==> config.mk <==
export PLATFORM = sky130hd
export DESIGN_NAME = stmsn_div
export DESIGN_NICKNAME = d
export VERILOG_FILES = /design/src/stmsn_pkg.sv /design/src/stmsn_div.sv
export SDC_FILE = /design/constraint.sdc
export NUM_CORES = 1
export LEC_CHECK = 0
export ABC_AREA = 0
export BUFFER_PORTS_ARGS = -buffer_cell sky130_fd_sc_hd__buf_2
export CORE_MARGIN = 2
export CORE_UTILIZATION = 50
export DETAILED_ROUTE_END_ITERATION = 6
export GPL_TIMING_DRIVEN = 0
export HOLD_SLACK_MARGIN = 0.06
export PLACE_DENSITY = 0.69
export SLEW_MARGIN = 20
export SYNTH_ARGS = -nofsm -noshare
export SYNTH_HDL_FRONTEND = slang
export SYNTH_SLANG_ARGS = --single-unit
==> constraint.sdc <==
create_clock -name clk -period 4.3 [get_ports clk]
set_input_delay 0.215 -clock clk [delete_from_list [all_inputs] [get_ports clk]]
set_output_delay 0.215 -clock clk [all_outputs]
set_load 0.005 [all_outputs]
==> src/stmsn_pkg.sv <==
// shared types and constants for the short-time mean and scale normalizer
`default_nettype none

package stmsn_pkg;

	// fixed field widths
	localparam int SAMPLE_BITS = 16;
	localparam int FRAC_BITS   = 15;
	localparam int NORM_BITS   = FRAC_BITS + 1;
	localparam int QUOT_BITS   = FRAC_BITS + 1;
	localparam int CFG_BITS    = 7;

	// window length register
	localparam logic [CFG_BITS-1:0] LEN_RESET = 7'd8;
	localparam logic [CFG_BITS-1:0] LEN_MIN   = 7'd2;
	localparam int HALF_DIV = 2;

	// sample and result limits
	localparam logic signed [SAMPLE_BITS-1:0] SMP_MAX = {1'b0, {(SAMPLE_BITS-1){1'b1}}};
	localparam logic signed [SAMPLE_BITS-1:0] SMP_MIN = {1'b1, {(SAMPLE_BITS-1){1'b0}}};
	localparam logic [NORM_BITS-1:0] NORM_MAX = {1'b0, {(NORM_BITS-1){1'b1}}};

	// input item
	typedef struct packed {
		logic signed [SAMPLE_BITS-1:0] sample;
		logic                          stream_last;
	} in_item_t;

	// result item
	typedef struct packed {
		logic signed [NORM_BITS-1:0] norm_value;
		logic                        stream_end;
	} out_item_t;

endpackage

`default_nettype wire

==> src/stmsn_div.sv <==
// bit-serial restoring divider for the rounded Q1.15 quotient
`default_nettype none

module stmsn_div import stmsn_pkg::*; #(
	parameter int DW = 24
) (
	input  logic                 clk,
	input  logic                 arst_n,
	input  logic                 start,
	input  logic [DW-1:0]        mag,
	input  logic [DW-1:0]        den,
	output logic                 busy,
	output logic [QUOT_BITS-1:0] quot
);

	localparam int RW  = DW + QUOT_BITS + 1;
	localparam int STW = $clog2(QUOT_BITS + 1);
	localparam logic [STW-1:0] LAST_STEP = STW'(QUOT_BITS - 1);

	logic [RW-1:0]        rem_q;
	logic [RW-1:0]        dsh_q;
	logic [QUOT_BITS-1:0] quot_q;
	logic [STW-1:0]       step_q;
	logic                 busy_q;
	logic                 ge;

	assign ge = (rem_q >= dsh_q);

	// step control
	always_ff @(posedge clk or negedge arst_n) begin
		if (!arst_n) begin
			busy_q <= 1'b0;
			step_q <= '0;
		end else if (start) begin
			busy_q <= 1'b1;
			step_q <= '0;
		end else if (busy_q) begin
			step_q <= step_q + STW'(1);
			if (step_q == LAST_STEP) begin
				busy_q <= 1'b0;
			end
		end
	end

	// remainder and quotient, one quotient bit per cycle
	// dividend is mag * 2^16 + den, divisor is 2 * den
	always_ff @(posedge clk) begin
		if (start) begin
			rem_q  <= RW'({mag, {QUOT_BITS{1'b0}}}) + RW'(den);
			dsh_q  <= RW'({den, {QUOT_BITS{1'b0}}});
			quot_q <= '0;
		end else if (busy_q) begin
			rem_q  <= ge ? (rem_q - dsh_q) : rem_q;
			dsh_q  <= dsh_q >> 1;
			quot_q <= {quot_q[QUOT_BITS-2:0], ge};
		end
	end

	assign busy = busy_q;
	assign quot = quot_q;

endmodule

`default_nettype wire

==> results.toml <==
[outcome]
status = "complete, no violations"

[place]
post-place-cells = 1055
gp_congestion = 0.9478
place_area_um2 = 7686
io_buffers = 66
hpwlAfterDp_mm = 13.62

[grt]
grt_max_degree = 25
grtUsageTotal_pct = 24.38
grt_pass1_wl_mm = 28.08
grt_overflow_total = 0
antenna_found_initial = 0
first_global_vias = 5669

[floorplan]
ios = 68
core_um2 = 13880
num_rows = 43
fp.dieW_um = 123.2
initial_core_util_pct = 51.16
dieArea_um2 = 15170
die_h_um = 123.2

[timing]
worst_pin_slew_ns = 0.8868
relSlewSlack_pct = 40.88
setup_viol = 0
rsz0062_at_grt = "no"
timing.fmax_ghz = 0.2491
min_period_ns = 4.015
finalHoldViolCount = 0
skew_ns = 0.01079
slew_viol_final = 0
post-route-period-util_pct = 93.37

[logic_synthesis]
synth.area.mux_share_pct = 5.250
synth_top_family_by_area = "compound AO/OA/AOI/OAI gates"
synthAdderAreaFrac_pct = 9.373
synth_area_um2 = 7102
synth_edf_count = 65
synth_warnings = 0
ys_ff_latch = 103
synthSimpleGateAreaFrac_pct = 16.95
synth_top_cell_area_share_pct = 27.48
synth_top_area_cell = "edfxtp_1"
synthFlopType = "edfxtp_1"
ys_seq_area_share_pct = 38.62
synth.most_common_cell = "nand2_1"
ys_types = 59
syn_inst = 808
synthArstFlopShare_pct = 5.825
synthTopCellsByArea = "edfxtp_1 (27%), dfxtp_1 (9.0%), ha_1 (8.8%)"
synthXorXnorAreaFrac_pct = 7.523
synth_compound_area_share_pct = 17.05
synth_nets = 911
synth_common_cells = "nand2_1 (120), nor2_1 (74), o21ai_0 (66)"
avgSynthCellArea_um2 = 8.789

[critical_path]
worst_ep_arrival_time_ns = 4.13
crit_type = "reg2reg"
r2r_slack_ns = 0.28
worstPathRequired_ns = 4.41
end_kind = "register"
worstPathMaxFanout = 22
start_kind = "register"

[cts]
postCtsSetupBuffers = 0
path_clk_slew_ns = 0.08
cts_tree = "built"
cts_root_buf = "clkbuf_16"
clk_path_buf_depth = 2
clock-sinks = 103
cts_htree_levels = 3
cts_resized = 0
numCtsBuffers = 9
cts_hold_buf = 1
clock_latency_ns = 0.36

[power_and_ir_drop]
power_density_nw_per_um2 = 631.6
peakVddDrop_mv = 0.2563
p_leak_nw = 3.688
power.total_w = 0.005045

[route]
vias = 5924
drtIter0Drc = 502
drt-wirelength-per-cell_um = 16.35
via_per_inst = 5.526
postRouteAntennaNets = 0
drcViolationCount = 0
first_pass_iters = 6
drt_wl_total_mm = 17.53

[final_layout]
final_cells = 1072
area_growth_pct = 12.46
num_antenna_cells = 0
drive_gt1_share_pct = 11.66
final_area_um2 = 7986
finalNetCount = 990

[min_path]
hp-class = "in2reg"

[job]
drv_cap = 0
==> worst paths after layout <==
kind                            startpoint        end  cells after the start
max in group asynchronous           arst_n  step_q[0]                      2
worst max-delay path              dsh_q[8]   rem_q[5]                     12
worst min-delay path                den[2]  dsh_q[18]                      3
min in group asynchronous           arst_n       busy                      2
worst max register to register    dsh_q[8]   rem_q[5]                     12
worst min register to register     quot[8]    quot[8]                      2
==> critical path: stages (launching register included) <==
cell and delay, ns:
dfxtp_1 0.36, inv_1 0.05, ha_1 0.35, and4_4 0.23
nor2b_4 0.13, or4b_4 0.51, o211ai_2 0.26, o211a_4 0.27
o221ai_4 0.13, a211oi_4 0.34, nor3_1 0.08, or3_2 0.76
buf_16 0.28
==> layer usage <==
layer	vias up	share of wire (%)	global-route usage [%]	wire [um]
met4	0	1.8	6.321	311
met1	2794	45	31.80	7924
li1	2992	-	-	-
met5	-	0	0	0
met3	22	4.2	4.751	738
met2	116	49	41.45	8552
==> cells by family (layout without fill, tap and decap cells) <==
group           Yosys count  in the layout
buf+inv                  92            176
compound gates          192            192
mux                      37             37
xor+xnor                 61             61
flops                   103            103
simple gates            271            271
fa+ha+maj                52             52
==> per-stage QoR <==
stage               hold WS, ns  setup TNS (ns)  worst slack (ns)  util [%]
global route             0.1629               0            0.1324     57.54
global placement        0.04889          -5.182           -0.1287     55.17
CTS                      0.1428               0            0.2639     57.54
detailed placement      0.04993               0            0.2776     55.37
finish                   0.1453               0            0.2850     57.54
floorplan              -0.08059               0            0.5765         -
==> sequential cells by signal, summed over array words and instances, names as in the netlist <==
register / count
rem_q: 41
dsh_q: 40
quot: 16
step_q: 5
busy: 1
==> power breakdown <==
group / switching [W] / internal [W]
clock: 0.000410 / 0.000407
combinational: 0.00161 / 0.00113
sequential: 0.0000954 / 0.00139
==> final cells by class <==
cell class | instances | area [um^2]
Fill cell | 1315 | 5894
Multi-Input combinational cell | 613 | 3989
Sequential cell | 103 | 2743
Timing Repair Buffer | 68 | 367.9
Clock buffer | 9 | 225.2
Inverter | 60 | 225.2
Tap cell | 180 | 225.2
Buffer | 32 | 146.4
Clock inverter | 7 | 65.06
==> layout by cell type, fill, tap and decap left out, types with 5 or more instances in the layout <==
cell type	n
nor2b_1	7
xnor2_1	38
o21bai_1	8
nand3_1	21
o21a_1	6
edfxtp_1	65
a21oi_1	48
ha_1	50
a211oi_1	5
nor3_1	5
nor2_1	74
and3_1	13
clkbuf_16	9
nand4_1	9
o31ai_1	5
xor2_1	23
a31oi_1	8
a21o_1	22
o21ai_0	66
dfrtp_1	6
nand2_1	120
buf_2	67
clkbuf_1	25
dfxtp_1	32
mux2i_1	35
inv_1	60
No activity file was read; power rests on OpenSTA's default activity.
