### src/stmsn_pkg.sv
// shared types and constants for the short-time mean and scale normalizer
`default_nettype none

package stmsn_pkg;

	// fixed field widths
	localparam int SAMPLE_BITS = 16;
	localparam int FRAC_BITS   = 15;
	localparam int NORM_BITS   = FRAC_BITS + 1;
	localparam int QUOT_BITS   = FRAC_BITS + 1;
	localparam int CFG_BITS    = 7;

	// window length register
	localparam logic [CFG_BITS-1:0] LEN_RESET = 7'd8;
	localparam logic [CFG_BITS-1:0] LEN_MIN   = 7'd2;
	localparam int HALF_DIV = 2;

	// sample and result limits
	localparam logic signed [SAMPLE_BITS-1:0] SMP_MAX = {1'b0, {(SAMPLE_BITS-1){1'b1}}};
	localparam logic signed [SAMPLE_BITS-1:0] SMP_MIN = {1'b1, {(SAMPLE_BITS-1){1'b0}}};
	localparam logic [NORM_BITS-1:0] NORM_MAX = {1'b0, {(NORM_BITS-1){1'b1}}};

	// input item
	typedef struct packed {
		logic signed [SAMPLE_BITS-1:0] sample;
		logic                          stream_last;
	} in_item_t;

	// result item
	typedef struct packed {
		logic signed [NORM_BITS-1:0] norm_value;
		logic                        stream_end;
	} out_item_t;

endpackage

`default_nettype wire

### src/stmsn_cell.sv
// one window cell: holds one sample and folds it into the passing statistics
`default_nettype none

module stmsn_cell import stmsn_pkg::*; #(
	parameter int INDEX = 0,
	parameter int CW    = 7,
	parameter int SW    = 23
) (
	input  logic                          clk,
	input  logic                          shift_en,
	input  logic [CW-1:0]                 hi,
	input  logic [CW-1:0]                 off,
	input  logic signed [SAMPLE_BITS-1:0] sample_in,
	output logic signed [SAMPLE_BITS-1:0] sample_out,
	input  logic signed [SW-1:0]          sum_in,
	output logic signed [SW-1:0]          sum_out,
	input  logic signed [SAMPLE_BITS-1:0] min_in,
	output logic signed [SAMPLE_BITS-1:0] min_out,
	input  logic signed [SAMPLE_BITS-1:0] max_in,
	output logic signed [SAMPLE_BITS-1:0] max_out,
	input  logic signed [SAMPLE_BITS-1:0] x_in,
	output logic signed [SAMPLE_BITS-1:0] x_out
);

	localparam logic [CW-1:0] IDX = CW'(INDEX);

	logic signed [SAMPLE_BITS-1:0] sample_q;
	logic signed [SW-1:0]          sum_q;
	logic signed [SAMPLE_BITS-1:0] min_q;
	logic signed [SAMPLE_BITS-1:0] max_q;
	logic signed [SAMPLE_BITS-1:0] x_q;
	logic                          in_win;

	// this cell is part of the current window
	assign in_win = (IDX <= hi);

	// sample shift line, moves on each input transfer
	always_ff @(posedge clk) begin
		if (shift_en) begin
			sample_q <= sample_in;
		end
	end

	// statistics wavefront, one cell per cycle
	always_ff @(posedge clk) begin
		sum_q <= in_win ? (sum_in + SW'(sample_q)) : sum_in;
		min_q <= (in_win && (sample_q < min_in)) ? sample_q : min_in;
		max_q <= (in_win && (sample_q > max_in)) ? sample_q : max_in;
		x_q   <= (IDX == off) ? sample_q : x_in;
	end

	assign sample_out = sample_q;
	assign sum_out    = sum_q;
	assign min_out    = min_q;
	assign max_out    = max_q;
	assign x_out      = x_q;

endmodule

`default_nettype wire

### config.mk
export PLATFORM = sky130hd
export DESIGN_NAME = stmsn_cell
export DESIGN_NICKNAME = d
export VERILOG_FILES = /design/src/stmsn_pkg.sv /design/src/stmsn_cell.sv
export SDC_FILE = /design/constraint.sdc
export NUM_CORES = 1
export LEC_CHECK = 0
export CAP_MARGIN = 25
export CORE_AREA = 2 2 87 89
export CTS_CLUSTER_SIZE = 20
export DETAILED_ROUTE_END_ITERATION = 10
export DIE_AREA = 0 0 89 91
export DONT_BUFFER_PORTS = 1
export PLACE_DENSITY = 0.8
export SLEW_MARGIN = 0
export SYNTH_ARGS = -nofsm -noshare
export SYNTH_HDL_FRONTEND = slang
export SYNTH_SLANG_ARGS = --single-unit
### constraint.sdc
create_clock -name clk -period 8.2 [get_ports clk]
set_input_delay 1.23 -clock clk [delete_from_list [all_inputs] [get_ports clk]]
set_output_delay 1.23 -clock clk [all_outputs]
set_load 0.1 [all_outputs]
==> impl_metrics.csv <==
group,metric,value,unit
outcome,status,"finished clean",
synthesis,yosysSeqAreaShare,0.418,
place,hpwlAfterDp,8.54,mm
detailed_routing,via_count,3361,
final_layout,area_delta_synth_final,10.4,%
synthesis,yosysUniqueCellTypes,52,
sta,fmax,0.304,GHz
synthesis,synth_area_leaders,"dfxtp_1, ha_1, edfxtp_1, mux2_2, inv_1",
place,gp_congestion,0.864,
sta,setup_violations,0,
place,post_dp_cell_area,4780,µm²
cts,tritoncts,"yes",
setup_path,crit_path_end_kind,"flop",
detailed_routing,avgViaCountPerCell,5.94,
synthesis,synth.avg_cell_area,10.2,µm²
floorplanning,dieArea,8100,µm²
sta,fin_setup_tns,0,ns
place,dp_slack,4.74,ns
place,port-buffer-count,0,
global_routing,grt_pass1_wl,17.1,mm
floorplanning,die_w,89,µm
place,dp.cells,546,
synthesis,synth_top_area_share,0.312,
final_layout,drive_gt1_frac,0.169,
setup_path,critPathKind,"reg2reg",
synthesis,synth-seq-cells,87,
final_layout,fin_cells,566,
floorplanning,top_level_ports,190,
global_routing,grt.total_usage,0.275,
detailed_routing,wl_per_cell,19.3,µm
floorplanning,core_area,7140,µm²
sta,hold_viol,0,
sta,setup_slack,4.91,ns
setup_path,arrival,3.53,ns
synthesis,synth-edff-count,16,
detailed_routing,wirelength,10.9,mm
cts,clkSlewWorstSetupHoldPaths,0.09,ns
cts,clk_path_buf_depth,2,
hold_path,hp-class,"reg2reg",
global_routing,gr-usage-met3,0.0909,
pwr,powerDensity,306,nW/µm²
detailed_routing,drtAntennaViolNets,0,
sta,finalMaxSlewViolations,0,
detailed_routing,drtPass1Iterations,4,
sta,rsz0062_at_grt,"false",
global_routing,met1_usage,0.317,
floorplanning,die_height,91,µm
cts,holdBufCountCts,0,
final_layout,fin_nets,619,
pwr,leakage,2.26,nW
cts,root_buffer,"clkbuf_8",
cts,numCtsBuffers,9,
synthesis,syn_inst,445,
floorplanning,rows,31,
cts,insertion_delay,0.35,ns
synthesis,async_flop_share,0,
synthesis,yosysWarnings,0,
sta,finClkSkew,0.00869,ns
setup_path,cp_max_fo,5,
final_layout,antenna_cells,0,
synthesis,syn_area,4550,µm²
cts,htree_levels,3,
setup_path,cp-start-kind,"flop",
global_routing,grt_overflow_total,0,
cts,cts_resized,0,
detailed_routing,drt_iter0_markers,117,
synthesis,synth_top_flop_cell,"dfxtp_1",
pwr,ir_drop,0.000184,V
synthesis,ys_top_cells_by_count,"dfxtp_1, ha_1, inv_1",
floorplanning,start_util,0.638,
job,max_cap_viol_count,0,
sta,slew_headroom,0.275,
final_layout,design_area,5020,µm²
sta,period_minus_slack,3.29,ns
global_routing,grt_max_degree,19,
sta,tightest_slew,1.09,ns
sta,period_share,0.401,
setup_path,required,8.44,ns
global_routing,antenna_found_initial,0,
synthesis,synthMostInstantiatedCell,"dfxtp_1",
synthesis,synth_top_area_cell,"dfxtp_1",
cts,cts.sinks,87,
global_routing,use_met2,0.450,
global_routing,busiest_layer,"met2",
detailed_routing,drc,0,
global_routing,grt_pass1_vias,3420,
synthesis,syn-num-nets,602,
cts,cts_setup_buffers,0,
-- final timing paths --
path / start / endpoint / slack (ns) / depth (start not counted)
min reg2reg: sample_out[2] / min_out[2] / 0.73 / 1
min: sample_out[2] / min_out[2] / 0.73 / 1
max: sample_out[1] / sum_out[20] / 4.91 / 8
max reg2reg: sample_out[1] / sum_out[20] / 4.91 / 8
-- per-stage QoR --
stage                     power, W   util  hold WS (ns)
final                      0.00154  0.704         0.729
after global routing       0.00159  0.704         0.775
after CTS                  0.00154  0.695         0.781
after detailed placement   0.00126  0.670         0.756
after global placement     0.00124  0.656         0.881
after floorplan            0.00120      -          1.12
-- cell type report --
class	instances	area, µm²
clock buffer	10	128
clock inverter	6	51.3
fill	545	2110
inverter	39	146
multi-input combinational	309	2450
sequential	87	1900
tap	99	124
timing repair buffer	16	219
-- placed cells by master (no fill, tap or decap), types with 4 or more instances in the layout --
| cell | netlist | final |
|---|---|---|
| ha_1 | 53 | 53 |
| buf_4 | 0 | 7 |
| clkbuf_8 | 0 | 9 |
| nand3_1 | 7 | 7 |
| inv_1 | 39 | 39 |
| buf_6 | 1 | 5 |
| nand4_1 | 10 | 10 |
| mux2i_1 | 4 | 4 |
| nor2_1 | 24 | 24 |
| mux2_4 | 9 | 9 |
| a21o_1 | 10 | 10 |
| a21oi_1 | 29 | 29 |
| o21a_1 | 4 | 4 |
| nor3_1 | 8 | 8 |
| xor2_1 | 5 | 5 |
| xnor2_1 | 10 | 10 |
| o21ai_0 | 23 | 23 |
| mux2_2 | 35 | 35 |
| dfxtp_1 | 71 | 71 |
| buf_16 | 0 | 4 |
| nand2_1 | 31 | 31 |
| nor2b_1 | 4 | 4 |
| edfxtp_1 | 16 | 16 |
-- report_power, final --
group / internal [W] / switching (W)
clock network: 0.000116 / 0.000161
registers: 0.000502 / 0.000483
logic: 0.000120 / 0.000157
-- sequential cells by signal, indices dropped and copies added (netlist names) --
signal,flops
x_out,16
sum_out,23
max_out,16
min_out,16
sample_out,16
-- routing by layer --
metal | wire, µm | share of wire | vias to the layer above
li1 | - | - | 1629
met1 | 4270 | 0.39 | 1552
met2 | 5270 | 0.48 | 150
met3 | 1020 | 0.093 | 30
met4 | 362 | 0.033 | 0
met5 | 0 | 0 | -
-- cell families after synthesis --
| family | synth area share |
|---|---|
| AO/OA/AOI/OAI | 0.123 |
| multiplexers | 0.128 |
| AND/OR/NAND/NOR | 0.109 |
| XOR/XNOR | 0.0289 |
| adder cells (fa/ha/maj) | 0.150 |
| flip-flops | 0.418 |
| buffers and inverters | 0.0429 |
-- worst max-delay path, stage by stage, from the launching register on --
cell and delay (ns):
edfxtp_1 1.06, inv_1 0.28, fa_1 0.54, nor2b_1 0.19
o31a_1 0.23, o211ai_1 0.16, a21boi_0 0.27, mux2i_1 0.11
nor4b_1 0.34
Note: power is estimated with default switching activity, not from simulation.
